===== src/rtl/core/lcd_nibble_expander_writer_top_macros.svh =====
// Assertion macros for the LCD nibble expander writer.
// Used by the top level; expects i_clk and i_rst_n in the including scope.
`ifndef LCD_NIBBLE_EXPANDER_WRITER_TOP_MACROS_SVH
`define LCD_NIBBLE_EXPANDER_WRITER_TOP_MACROS_SVH

// Condition that must hold at every clock edge outside reset.
`define LCDNX_ASSERT_ALWAYS(label, cond, msg) \
    label: assert property (@(posedge i_clk) disable iff (!i_rst_n) (cond)) \
        else $error(msg);

// Condition that must hold in the cycle after the trigger.
`define LCDNX_ASSERT_NEXT(label, trig, cond, msg) \
    label: assert property (@(posedge i_clk) disable iff (!i_rst_n) (trig) |=> (cond)) \
        else $error(msg);

`endif


===== src/rtl/core/lcdnx_pkg.sv =====
// Shared types and constants for the LCD nibble expander writer.
// No dependencies; used by lcdnx_req_decode and the top level.
package lcdnx_pkg;

    typedef enum logic [2:0] {
        KIND_DATA      = 3'd0,
        KIND_COMMAND   = 3'd1,
        KIND_INIT      = 3'd2,
        KIND_CURSOR    = 3'd3,
        KIND_BACKLIGHT = 3'd4
    } t_kind;

    // How many expander bytes a request expands to
    typedef enum logic [1:0] {
        MODE_FULL   = 2'd0,  // two nibbles, six bytes
        MODE_NIBBLE = 2'd1,  // high nibble only, three bytes
        MODE_SINGLE = 2'd2   // one byte, no enable pulse
    } t_mode;

    typedef struct packed {
        logic       valid;
        logic [7:0] data;
        logic       rs;
        t_mode      mode;
    } t_req;

    localparam logic [7:0] CMD_DDRAM = 8'h80;
    localparam logic [7:0] NIB_MASK  = 8'hf0;

    localparam int REG_BACKLIGHT  = 0;
    localparam int REG_LINE_COUNT = 1;

    localparam logic [2:0] LINE_COUNT_RESET = 3'd2;

    function automatic logic [7:0] row_base(input logic [1:0] row);
        logic [7:0] base;
        unique case (row)
            2'd0: base = 8'h00;
            2'd1: base = 8'h40;
            2'd2: base = 8'h14;
            2'd3: base = 8'h54;
            default: base = 8'h00;
        endcase
        return base;
    endfunction

endpackage


===== src/rtl/core/lcdnx_req_decode.sv =====
// Request decoder: turns one LCD request into the byte to send and its expansion mode.
// Depends on lcdnx_pkg.
module lcdnx_req_decode (
    input  logic [2:0]      i_kind,
    input  logic [7:0]      i_value,
    input  logic [5:0]      i_column,
    input  logic [1:0]      i_row,
    input  logic [2:0]      i_line_count,
    output lcdnx_pkg::t_req o_req
);

    logic [2:0] lines;
    logic [1:0] row_c;
    logic [7:0] addr;

    // Clamp the line count to 1..4, then the row to the last line
    always_comb begin
        priority if (i_line_count == 3'd0) begin
            lines = 3'd1;
        end else if (i_line_count > 3'd4) begin
            lines = 3'd4;
        end else begin
            lines = i_line_count;
        end
        if ({1'b0, i_row} >= lines) begin
            row_c = 2'(lines - 3'd1);
        end else begin
            row_c = i_row;
        end
        addr = {2'b00, i_column} + lcdnx_pkg::row_base(row_c);
    end

    always_comb begin
        o_req.valid = 1'b1;
        o_req.data  = i_value;
        o_req.rs    = 1'b0;
        o_req.mode  = lcdnx_pkg::MODE_FULL;
        unique case (lcdnx_pkg::t_kind'(i_kind))
            lcdnx_pkg::KIND_DATA: begin
                o_req.rs = 1'b1;
            end
            lcdnx_pkg::KIND_COMMAND: begin
                o_req.rs = 1'b0;
            end
            lcdnx_pkg::KIND_INIT: begin
                o_req.data = i_value & lcdnx_pkg::NIB_MASK;
                o_req.mode = lcdnx_pkg::MODE_NIBBLE;
            end
            lcdnx_pkg::KIND_CURSOR: begin
                o_req.data = lcdnx_pkg::CMD_DDRAM | addr;
            end
            lcdnx_pkg::KIND_BACKLIGHT: begin
                o_req.data = 8'h00;
                o_req.mode = lcdnx_pkg::MODE_SINGLE;
            end
            default: begin
                // undefined kind: consume the request, emit nothing
                o_req.valid = 1'b0;
            end
        endcase
    end

endmodule


===== src/rtl/core/lcd_nibble_expander_writer_top.sv =====
// Top level of the LCD nibble expander writer: request stream in, expander byte stream out.
// Depends on lcdnx_pkg, lcdnx_req_decode and lcd_nibble_expander_writer_top_macros.svh.

// A request (tuser = kind; tdata = value, column, row) becomes the bytes to write to an
// 8-bit port expander driving a character LCD in 4-bit mode, one byte per transaction on
// the output stream. Data, command and set-cursor requests give six bytes, high nibble
// first (nibble, nibble with enable, nibble without enable); an init nibble gives three
// bytes, a backlight write one byte, and an undefined kind none. tlast marks the final
// byte of each request. The output stream carries one byte per cycle while the receiver
// accepts; an undefined kind is consumed and leaves the block free. The next request is
// taken in the cycle its predecessor's last byte moves to the output register, so
// requests follow without gaps. The first byte of a request passes through the request
// register and then the output register before it is offered on the output. Configuration
// writes (index 0 backlight, index 1 line count) take effect at once and belong to idle
// periods.
module lcd_nibble_expander_writer_top (
    input  logic        i_clk,
    input  logic        i_rst_n,
    // request stream
    input  logic        i_s_tvalid,
    output logic        o_s_tready,
    input  logic [15:0] i_s_tdata,   // [7:0] value, [13:8] column, [15:14] row
    input  logic [2:0]  i_s_tuser,   // [2:0] kind
    // expander byte stream
    output logic        o_m_tvalid,
    input  logic        i_m_tready,
    output logic [7:0]  o_m_tdata,   // [7:0] expander_byte
    output logic        o_m_tlast,
    // configuration
    input  logic        i_cfg_we,
    input  logic        i_cfg_index,
    input  logic [2:0]  i_cfg_wdata
);

    // configuration registers
    logic       r_backlight;
    logic [2:0] r_line_count;

    // request being expanded
    logic              r_a_valid;
    logic [7:0]        r_a_data;
    logic              r_a_rs;
    lcdnx_pkg::t_mode  r_a_mode;
    logic              r_a_hi;    // high nibble in progress
    logic [1:0]        r_a_sub;   // 0 plain, 1 enable high, 2 enable low
    logic              n_a_valid;
    logic              n_a_hi;
    logic [1:0]        n_a_sub;

    // output register
    logic       r_o_valid;
    logic [7:0] r_o_byte;
    logic       r_o_last;

    lcdnx_pkg::t_req dec;
    logic            s_acc;
    logic            out_adv;
    logic            a_emit;
    logic            a_last;
    logic [3:0]      nib;
    logic            en;
    logic [7:0]      emit_byte;

    always_ff @(posedge i_clk) begin
        if (!i_rst_n) begin
            r_backlight  <= 1'b0;
            r_line_count <= lcdnx_pkg::LINE_COUNT_RESET;
        end else if (i_cfg_we) begin
            if (i_cfg_index == 1'(lcdnx_pkg::REG_BACKLIGHT)) begin
                r_backlight <= i_cfg_wdata[0];
            end else begin
                r_line_count <= i_cfg_wdata;
            end
        end
    end

    lcdnx_req_decode u_decode (
        .i_kind       (i_s_tuser),
        .i_value      (i_s_tdata[7:0]),
        .i_column     (i_s_tdata[13:8]),
        .i_row        (i_s_tdata[15:14]),
        .i_line_count (r_line_count),
        .o_req        (dec)
    );

    // Advance the output register whenever it is empty or being taken
    assign out_adv = !r_o_valid || i_m_tready;
    assign a_emit  = r_a_valid && out_adv;

    always_comb begin
        if (r_a_mode == lcdnx_pkg::MODE_FULL && !r_a_hi) begin
            nib = r_a_data[3:0];
        end else begin
            nib = r_a_data[7:4];
        end
        en = (r_a_sub == 2'd1) && (r_a_mode != lcdnx_pkg::MODE_SINGLE);
        emit_byte = {nib, r_backlight, en, 1'b0, r_a_rs};
        unique case (r_a_mode)
            lcdnx_pkg::MODE_FULL:   a_last = (r_a_sub == 2'd2) && !r_a_hi;
            lcdnx_pkg::MODE_NIBBLE: a_last = (r_a_sub == 2'd2);
            lcdnx_pkg::MODE_SINGLE: a_last = 1'b1;
            default:                a_last = 1'b1;
        endcase
    end

    // Take a new request when nothing is in flight or the last byte leaves now
    assign s_acc      = i_s_tvalid && o_s_tready;
    assign o_s_tready = !r_a_valid || (out_adv && a_last);

    always_comb begin
        n_a_valid = r_a_valid;
        n_a_hi    = r_a_hi;
        n_a_sub   = r_a_sub;
        if (s_acc) begin
            n_a_valid = dec.valid;
            n_a_hi    = 1'b1;
            n_a_sub   = 2'd0;
        end else if (a_emit) begin
            if (a_last) begin
                n_a_valid = 1'b0;
            end
            if (r_a_sub == 2'd2) begin
                // move on to the low nibble
                n_a_sub = 2'd0;
                n_a_hi  = 1'b0;
            end else begin
                n_a_sub = r_a_sub + 2'd1;
            end
        end
    end

    always_ff @(posedge i_clk) begin
        if (!i_rst_n) begin
            r_a_valid <= 1'b0;
            r_a_hi    <= 1'b1;
            r_a_sub   <= 2'd0;
        end else begin
            r_a_valid <= n_a_valid;
            r_a_hi    <= n_a_hi;
            r_a_sub   <= n_a_sub;
        end
    end

    // Payload of the request: load on every transaction, hold otherwise
    always_ff @(posedge i_clk) begin
        if (s_acc) begin
            r_a_data <= dec.data;
            r_a_rs   <= dec.rs;
            r_a_mode <= dec.mode;
        end
    end

    always_ff @(posedge i_clk) begin
        if (!i_rst_n) begin
            r_o_valid <= 1'b0;
        end else if (out_adv) begin
            r_o_valid <= a_emit;
        end
    end

    always_ff @(posedge i_clk) begin
        if (a_emit) begin
            r_o_byte <= emit_byte;
            r_o_last <= a_last;
        end
    end

    assign o_m_tvalid = r_o_valid;
    assign o_m_tdata  = r_o_byte;
    assign o_m_tlast  = r_o_last;

`include "lcd_nibble_expander_writer_top_macros.svh"

    // The sub-step counter only runs through plain, enable high, enable low
    `LCDNX_ASSERT_ALWAYS(a_sub_range, !r_a_valid || r_a_sub != 2'd3, "sub-step out of range")

    // The final byte of a request never leaves the enable line high
    `LCDNX_ASSERT_ALWAYS(last_enable_low, !(o_m_tvalid && o_m_tlast) || !o_m_tdata[2],
        "last byte with enable high")

    // After a request's last byte the expander is empty or at the start of a new request
    `LCDNX_ASSERT_NEXT(restart_clean, a_emit && a_last,
        !r_a_valid || (r_a_sub == 2'd0 && r_a_hi), "request did not restart cleanly")

endmodule


===== config.mk =====
export PLATFORM = sky130hd
export DESIGN_NAME = lcd_nibble_expander_writer_top
export DESIGN_NICKNAME = d
export VERILOG_FILES = /design/src/rtl/core/lcdnx_pkg.sv /design/src/rtl/core/lcdnx_req_decode.sv /design/src/rtl/core/lcd_nibble_expander_writer_top.sv
export VERILOG_INCLUDE_DIRS = /design/src /design/src/rtl/core
export SDC_FILE = /design/constraint.sdc
export NUM_CORES = 1
export LEC_CHECK = 0
export ABC_AREA = 1
export BUFFER_PORTS_ARGS = -buffer_cell sky130_fd_sc_hd__buf_4
export CAP_MARGIN = 20
export CORE_ASPECT_RATIO = 0.9
export CORE_MARGIN = 4
export CORE_UTILIZATION = 35
export CTS_BUF_LIST = sky130_fd_sc_hd__clkbuf_16
export DETAILED_ROUTE_END_ITERATION = 16
export HOLD_SLACK_MARGIN = 0.05
export REMOVE_ABC_BUFFERS = 1
export SYNTH_ARGS = -nofsm -noshare
export SYNTH_HDL_FRONTEND = slang
export SYNTH_HIERARCHICAL = 1
export SYNTH_SLANG_ARGS = --single-unit
export TNS_END_PERCENT = 100

===== constraint.sdc =====
create_clock -name i_clk -period 2.4 [get_ports i_clk]
set_clock_uncertainty 0.1 [all_clocks]
set_input_delay 0.12 -clock i_clk [delete_from_list [all_inputs] [get_ports i_clk]]
set_output_delay 0.12 -clock i_clk [all_outputs]
set_load 0.03 [all_outputs]

* After elaboration in Yosys (flattened, before gate mapping)
Cells that the tools add are included.
Cells by class: $add $sub $neg 3, $lt $le $gt $ge 2, equality and inequality tests 11, multiplexer cells 14, bitwise operators 2, reduce and logical (&&, ||, !) cells 23
Operators by type and width (count):
- 7-bit one-hot mux with 4 select lines | 1
- 8-bit one-hot mux with 3 select lines | 1
- 2-bit AND reduction | 4
- 6-bit by 7-bit adder with 7-bit output | 1
- 2-bit by 1-bit equality test with 1-bit output (second input constant) | 3
- 2-bit equality test (second input constant) | 3
- 3-bit by 2-bit equality test with 1-bit output (second input constant) | 2
- 1-bit logical AND | 6
- 3-bit logical NOT | 2
- 3-bit 2-to-1 mux | 2
- 1-bit 2-to-1 mux | 5
- 5-bit OR reduction | 1
- 2-bit logical NOT | 2
- 2-bit 2-to-1 mux | 2
- 4-bit 2-to-1 mux | 1
- 2-bit one-hot mux with 2 select lines | 1
- 2-bit nonzero test | 2
- 3-bit by 1-bit equality test with 1-bit output (second input constant) | 1
- 3-bit equality test (second input constant) | 1
- 2-bit by 3-bit >= comparator with 1-bit output | 1
- 3-bit > comparator (second input constant) | 1
- 1-bit logical NOT | 3
- 2-bit by 1-bit adder with 2-bit output (second input constant) | 1
- 1-bit logical OR | 2
- other kinds (5) | 6
Storage, ports and cells: register bits after elaboration 28, input bits 28

* Longest topological paths before layout
Gate-level depths: netlist of the first run.
word-level depth 9, depth in mapped cells 16, gate-level depth less buffers 16

* By module
Netlist of the first run, hierarchy kept.
Modules (own cells, without submodules):
- lcd_nibble_expander_writer_top | times used 1, cells each 85, area each 1044.8 um2
- lcdnx_req_decode | times used 1, cells each 72, area each 424.2 um2

* Worst setup path after synthesis of the first run
No wires, ideal clock.
kind register to register, from register r_line_count[1], to register r_a_data[6] (data pin), library setup time 0.253 ns, arrival 1.868 ns, setup slack 0.179 ns, cell stages (with the launch flop) 16, buffers on the path 0, cells stage by stage dfxtp_1 > inv_1 > o21ai_0 > inv_1 > ha_1 > inv_1 > nand2_1 > nand2_2 > nand3_2 > a21oi_4 > ha_1 > nand3_1 > nand2_1 > nand3_1 > nand3_1 > nand2_1
RTL lines:
- from (decl) | RTL line lcd_nibble_expander_writer_top.sv:37 | logic [2:0] r_line_count;
- from (signal assigned) | RTL line lcd_nibble_expander_writer_top.sv:67 | r_line_count <= lcdnx_pkg::LINE_COUNT_RESET;
- from (signal assigned) | RTL line lcd_nibble_expander_writer_top.sv:72 | r_line_count <= i_cfg_wdata;
- to (signal assigned) | RTL line lcd_nibble_expander_writer_top.sv:147 | r_a_data <= dec.data;
- to (decl) | RTL line lcd_nibble_expander_writer_top.sv:41 | logic [7:0] r_a_data;

==> results.cfg, run 1 <==
[routing]
first_pass_iters = 4
ant_nets = 0
drc = 0
drtIter0Drc = 40
routedWlPerCell_um = 11.3
totalWireLength_mm = 2.98
vias = 1177
avgViaCountPerCell = 4.48

[placed_design]
port-buffer-count = 37
post-dp-hpwl_mm = 2.18
place_congestion = 0.821
dp_cells = 241

[yosys]
synth_cells = 157
yosys.cell_types.count = 26
yosys_warnings = 6
synth_seq_area_share = 0.511
syn_area_per_cell_um2 = 9.36
ys_ff_latch = 28
netlist_area_um2 = 1470

[global_route]
antenna_found_initial = 0
grt_usage = 0.114
grt_pass1_vias = 1124
grt_pass1_wl_mm = 4.95
grt_max_degree = 17
grt-ovfl-total = 0

[clock_tree]
root_buffer = clkbuf_16
path_clk_slew_ns = 0.07
max-clock-path-buffers = 2
clock-sinks = 28
cts.htree.levels = 1
worstSkewPairLatency_ns = 0.26
cts_made_buffers = 3
cts_tree = done

[die]
num_io_pins = 39
rows = 22
start_util = 0.361
die_h_um = 69.5
coreArea_um2 = 4070
die-area_um2 = 5300
die_x_um = 76.3

[critical_path]
cp_max_fo = 4
cp.arrival_ns = 2.18
crit_type = reg -> reg
r2r_end = r_a_data[6]
reg2reg_from = r_line_count[1]
worst_setup_path_start_kind = register
rrSetupSlack_ns = 0.14
r2r_cells = 16
worstPathRequired_ns = 2.32
endpoint_kind = register

[sta]
worst_pin_slew_ns = 0.613
fin_crit_ns = 2.26
whs_ns = 0.0507
maxSlewHeadroom = 0.587
slew_viol_final = 0
period_share = 0.940
setup-violations-final = 0
fmax_mhz = 443
hold_viol = 0

[min_path]
hp-class = in -> reg
hold_depth = 2
min_to = r_a_data[0]
hold_start = i_s_tdata[8]

[finish]
final_core_util = 0.518
final_common_cell = buf_4
final_cell_mix = buf_4, nand2_1, inv_1
final_cells = 263
register_area_um2 = 753
multi_input_area_um2 = 643
layout.nets = 247
syn2layout_area_growth_pct = 43.5
n_fill_cell = 387
drive_gt1_frac = 0.381
num_antenna_cells = 0

[pwr]
power_density_nw_per_um2 = 629
pwr-share-clk = 0.367
seq_power_share = 0.425
switching_share = 0.238
leakage_nw = 0.957
pwr-share-comb = 0.208
p_int_w = 0.00101
ir_worst_vdd_mv = 0.261
switching_power_w = 0.000316

[outcome]
status = finished clean

[job]
drv_cap = 0
## layout make-up
class | count | share of cell area
Sequential cell | 28 | 0.357
Multi-Input combinational cell | 101 | 0.305
Timing Repair Buffer | 55 | 0.211
Inverter | 27 | 0.0481
Clock buffer | 3 | 0.0356
Tap cell | 48 | 0.0285
Clock inverter | 1 | 0.0142
## routing by layer
layer | wire (µm) | GRT usage | part of all wire | up-vias
li1 | - | - | - | 629
met1 | 1320 | 0.137 | 0.44 | 523
met2 | 1510 | 0.202 | 0.51 | 21
met3 | 85 | 0.0143 | 0.029 | 4
met4 | 61 | 0.0543 | 0.020 | 0
met5 | 0 | 0 | 0 | -
## synthesized netlist by cell type
| cell | instances | area, µm² |
|---|---|---|
| nor2_1 | 13 | 48.8 |
| nand2_2 | 9 | 56.3 |
| a21oi_1 | 6 | 30.0 |
| dfxtp_1 | 9 | 180 |
| nand3_2 | 2 | 20.0 |
| o31ai_1 | 1 | 7.51 |
| nand3b_2 | 1 | 11.3 |
| o21ai_2 | 1 | 8.76 |
| nand4_1 | 2 | 12.5 |
| buf_4 | 1 | 7.51 |
| inv_2 | 2 | 7.51 |
| o21ai_1 | 1 | 5.00 |
| ha_1 | 3 | 37.5 |
| o21ai_0 | 8 | 40.0 |
| a21oi_4 | 2 | 32.5 |
| edfxtp_1 | 19 | 571 |
| nor2_2 | 3 | 18.8 |
| nand3_1 | 9 | 45.0 |
| nand2_4 | 3 | 33.8 |
| a211oi_1 | 1 | 7.51 |
| nand3_4 | 1 | 17.5 |
| inv_1 | 25 | 93.8 |
| conb_1 | 1 | 3.75 |
| mux2_2 | 4 | 45.0 |
| nand2_1 | 27 | 101 |
| a22o_1 | 3 | 26.3 |
## timing repair
action / CTS / global route
resized for setup: 1 / 9
setup buffers: 0 / 5
endpoints found under the setup margin: 1 / 3
pin swaps: 0 / 6
endpoints found under the hold margin: 12 / 0
hold buffers: 13 / 0
## flip-flops by register name (all words and copies together), names as in the netlist
name and count:
o_m_tvalid 1, o_m_tlast 1, r_backlight 1, o_m_tdata 7
r_a_mode 2, r_a_rs 1, r_a_valid 1, r_line_count 3
r_a_sub 2, r_a_data 8, r_a_hi 1
## metrics by stage
step | instance area, µm² | setup slack [ns] | total power [W] | TNS, ns
6_report | 2110 | 0.144 | 0.00133 | 0
5_1_grt | 2110 | -0.00736 | 0.00138 | -0.00736
4_1_cts | 2030 | 0.00160 | 0.00131 | 0
3_5_place_dp | 1800 | -0.0203 | 0.000807 | -0.0203
3_3_place_gp | 1800 | 0.0870 | 0.000805 | 0
2_1_floorplan | 1460 | 0.179 | 0.000725 | 0
## critical path: stages (launching register included)
cell	delay [ns]
dfxtp_2	0.35
inv_1	0.05
o21ai_2	0.16
inv_2	0.06
ha_4	0.26
inv_1	0.03
nand2_1	0.06
nand2_2	0.09
nand2_4	0.10
nand2_4	0.06
a21oi_4	0.20
ha_4	0.16
nand3_2	0.08
nand2_1	0.08
nand3_1	0.06
nand3_1	0.08
nand2_1	0.05
## cell families (layout without fill, tap and decap cells)
family	count (synthesis)	after routing	synth area share
buffers and inverters	28	86	0.0741
muxes	4	4	0.0307
AOI/OAI and AO/OA	23	23	0.107
other	1	1	0.00255
adders and majority gates	3	3	0.0256
DFF	28	28	0.511
and+or+nand+nor	70	70	0.249
## worst max path at each step
stage | from | to | slack (ns) | depth (start not counted)
floorplan | r_line_count[1] | r_a_data[6] | 0.18 | 15
global placement | r_line_count[1] | r_a_data[6] | 0.09 | 15
detailed placement | r_line_count[1] | r_a_data[6] | -0.02 | 15
CTS | r_line_count[2] | r_a_data[6] | 0.002 | 15
global route | r_line_count[1] | r_a_data[6] | -0.007 | 16
finish | r_line_count[1] | r_a_data[6] | 0.14 | 16
## power by group through the flow
stage	Combinational [W]	Sequential, W	Clock (W)
floorplan	0.000137	0.000588	0
global placement	0.000231	0.000573	0
detailed placement	0.000234	0.000573	0
CTS	0.000251	0.000563	0.000494
global route	0.000305	0.000567	0.000512
finish	0.000276	0.000564	0.000487
Note: power is estimated with default switching activity, not from simulation.
==> run 2, diff against run 1 <==
--- a/config.mk
+++ b/config.mk
@@ -7,7 +7,7 @@
 export NUM_CORES = 1
 export LEC_CHECK = 0
 export ABC_AREA = 1
-export BUFFER_PORTS_ARGS = -buffer_cell sky130_fd_sc_hd__buf_4
+export BUFFER_PORTS_ARGS = -buffer_cell sky130_fd_sc_hd__buf_2
 export CAP_MARGIN = 20
 export CORE_ASPECT_RATIO = 0.9
 export CORE_MARGIN = 4
==> constraint.sdc (replaced) <==
create_clock -name i_clk -period 1.95 [get_ports i_clk]
set_clock_uncertainty 0.1 [all_clocks]
set_input_delay 0.0975 -clock i_clk [delete_from_list [all_inputs] [get_ports i_clk]]
set_output_delay 0.0975 -clock i_clk [all_outputs]
set_load 0.03 [all_outputs]
==> results.cfg, run 2 (synthesis gave the netlist of run 1 again) <==
[placed_design]
port-buffer-count = 37
post-dp-hpwl_mm = 2.14
dp_cells = 251
place_congestion = 0.761

[routing]
drc = 0
ant_nets = 0
routedWlPerCell_um = 11.2
drtIter0Drc = 37
avgViaCountPerCell = 4.43
totalWireLength_mm = 3.07
first_pass_iters = 4
vias = 1217

[finish]
largest-register = r_a_data
multi_input_area_um2 = 686
final_common_cell = buf_2
syn2layout_area_growth_pct = 47.4
n_fill_cell = 376
final_cells = 275
num_antenna_cells = 0
drive_gt1_frac = 0.427
layout.nets = 259
final_core_util = 0.532
largest_register_ffs = 8
register_area_um2 = 753
final_cell_mix = buf_2, nand2_1, inv_1

[critical_path]
worst_setup_path_start_kind = register
cp_max_fo = 3
cp_cell_sequence = inv_2, o21ai_2, inv_1, ha_1, inv_1, nand2_2, nand2_4, nand2_4, nand2_4, a21oi_4, ha_4, nand3_2, nand2_1, nand3_1, nand3_1, nand2_1
cp.arrival_ns = 2.08
r2r_end = r_a_data[6]
endpoint_kind = register
crit_type = reg -> reg
cp_common_cell = nand2_4
rrSetupSlack_ns = -0.21
worstPathRequired_ns = 1.87
critPathMaxStageDelay_ns = 0.35
reg2reg_from = r_line_count[1]
slowest_stage = dfxtp_2
r2r_cells = 16

[pwr]
power_density_nw_per_um2 = 768
leakage_nw = 1.00
ir_worst_vdd_mv = 0.359

[sta]
setup-violations-final = 4
maxSlewHeadroom = 0.580
layout_setup_ws_ns = -0.210
fin_crit_ns = 2.16
hold_viol = 0
slew_viol_final = 0
period_share = 1.11
whs_ns = 0.0632
worst_pin_slew_ns = 0.624
finalSetupTns_ns = -0.626
rsz0062_at_grt = yes
fmax_mhz = 463

[clock_tree]
max-clock-path-buffers = 2
worstSkewPairLatency_ns = 0.26
cts_tree = done
cts.htree.levels = 1
cts_made_buffers = 3
clock-sinks = 28
root_buffer = clkbuf_16
path_clk_slew_ns = 0.07

[die]
die_h_um = 69.5
rows = 22
coreArea_um2 = 4070
num_io_pins = 39
start_util = 0.361
die-area_um2 = 5300
die_x_um = 76.3

[global_route]
grt_usage = 0.123
grt_pass1_vias = 1217
grt_max_degree = 17
grt_pass1_wl_mm = 5.31
antenna_found_initial = 0
grt-ovfl-total = 0

[job]
drv_cap = 0

[min_path]
hp-class = in -> reg
hold_start = i_s_tdata[3]
min_to = r_a_data[3]
hold_depth = 2

[outcome]
status = complete, but fails checks
violations = setup timing
[run 2: changes by cell type in the layout (fill, tap and decap cells not counted), moves of 3 or more]
cell and delta:
buf_2 +37, nand2_4 +4, buf_4 -31, dlygate4sd3_1 +4, nand2_1 -3
[run 2: area by class of cell]
| class | instances | area share |
|---|---|---|
| Sequential cell | 28 | 0.348 |
| Multi-Input combinational cell | 101 | 0.317 |
| Timing Repair Buffer | 67 | 0.213 |
| Inverter | 27 | 0.0468 |
| Clock buffer | 3 | 0.0347 |
| Tap cell | 48 | 0.0277 |
| Clock inverter | 1 | 0.0139 |
[run 2: critical path: cells and delay by family, from the launching register on]
kind / cells / cell delay, ns
buffers and inverters: 3 / 0.14
flip-flops: 1 / 0.35
AND/OR/NAND/NOR: 9 / 0.60
AO/OA/AOI/OAI: 2 / 0.29
adder cells (fa/ha/maj): 2 / 0.43
[run 2: per-stage QoR]
stage | power [W] | instance area (µm²) | setup slack [ns]
3_3_place_gp | 0.000998 | 1780 | -0.226
4_1_cts | 0.00164 | 2100 | -0.171
3_5_place_dp | 0.00100 | 1780 | -0.316
5_1_grt | 0.00175 | 2170 | -0.333
2_1_floorplan | 0.000893 | 1460 | -0.271
6_report | 0.00166 | 2170 | -0.210
[run 2: how the worst max path moves through the flow]
| stage | from | endpoint | slack [ns] | cells after the start |
|---|---|---|---|---|
| 2_1_floorplan | r_line_count[1] | r_a_data[6] | -0.27 | 15 |
| 3_3_place_gp | r_line_count[1] | r_a_data[6] | -0.23 | 15 |
| 3_5_place_dp | r_line_count[1] | r_a_data[6] | -0.32 | 15 |
| 4_1_cts | r_line_count[1] | r_a_data[6] | -0.17 | 15 |
| 5_1_grt | r_line_count[1] | r_a_data[6] | -0.33 | 16 |
| 6_report | r_line_count[1] | r_a_data[6] | -0.21 | 16 |
[run 2: what timing repair did]
item,4_1_cts,5_1_grt
hold buffers,18,0
gates resized for setup,9,16
pin swaps,3,2
setup endpoints to repair,5,6
hold endpoints to repair,15,0
setup buffers,0,3
[run 2: layer usage]
metal	GRT usage	part of all wire	up-vias
met3	0.0156	0.031	8
li1	-	-	658
met1	0.148	0.43	529
met4	0.0765	0.035	0
met2	0.207	0.50	22
met5	0	0	-
[run 2: where the power goes]
part           internal (W)  switching, W
Clock              0.000408      0.000186
Combinational      0.000171      0.000205
Sequential         0.000679     0.0000136
Total               0.00126      0.000405
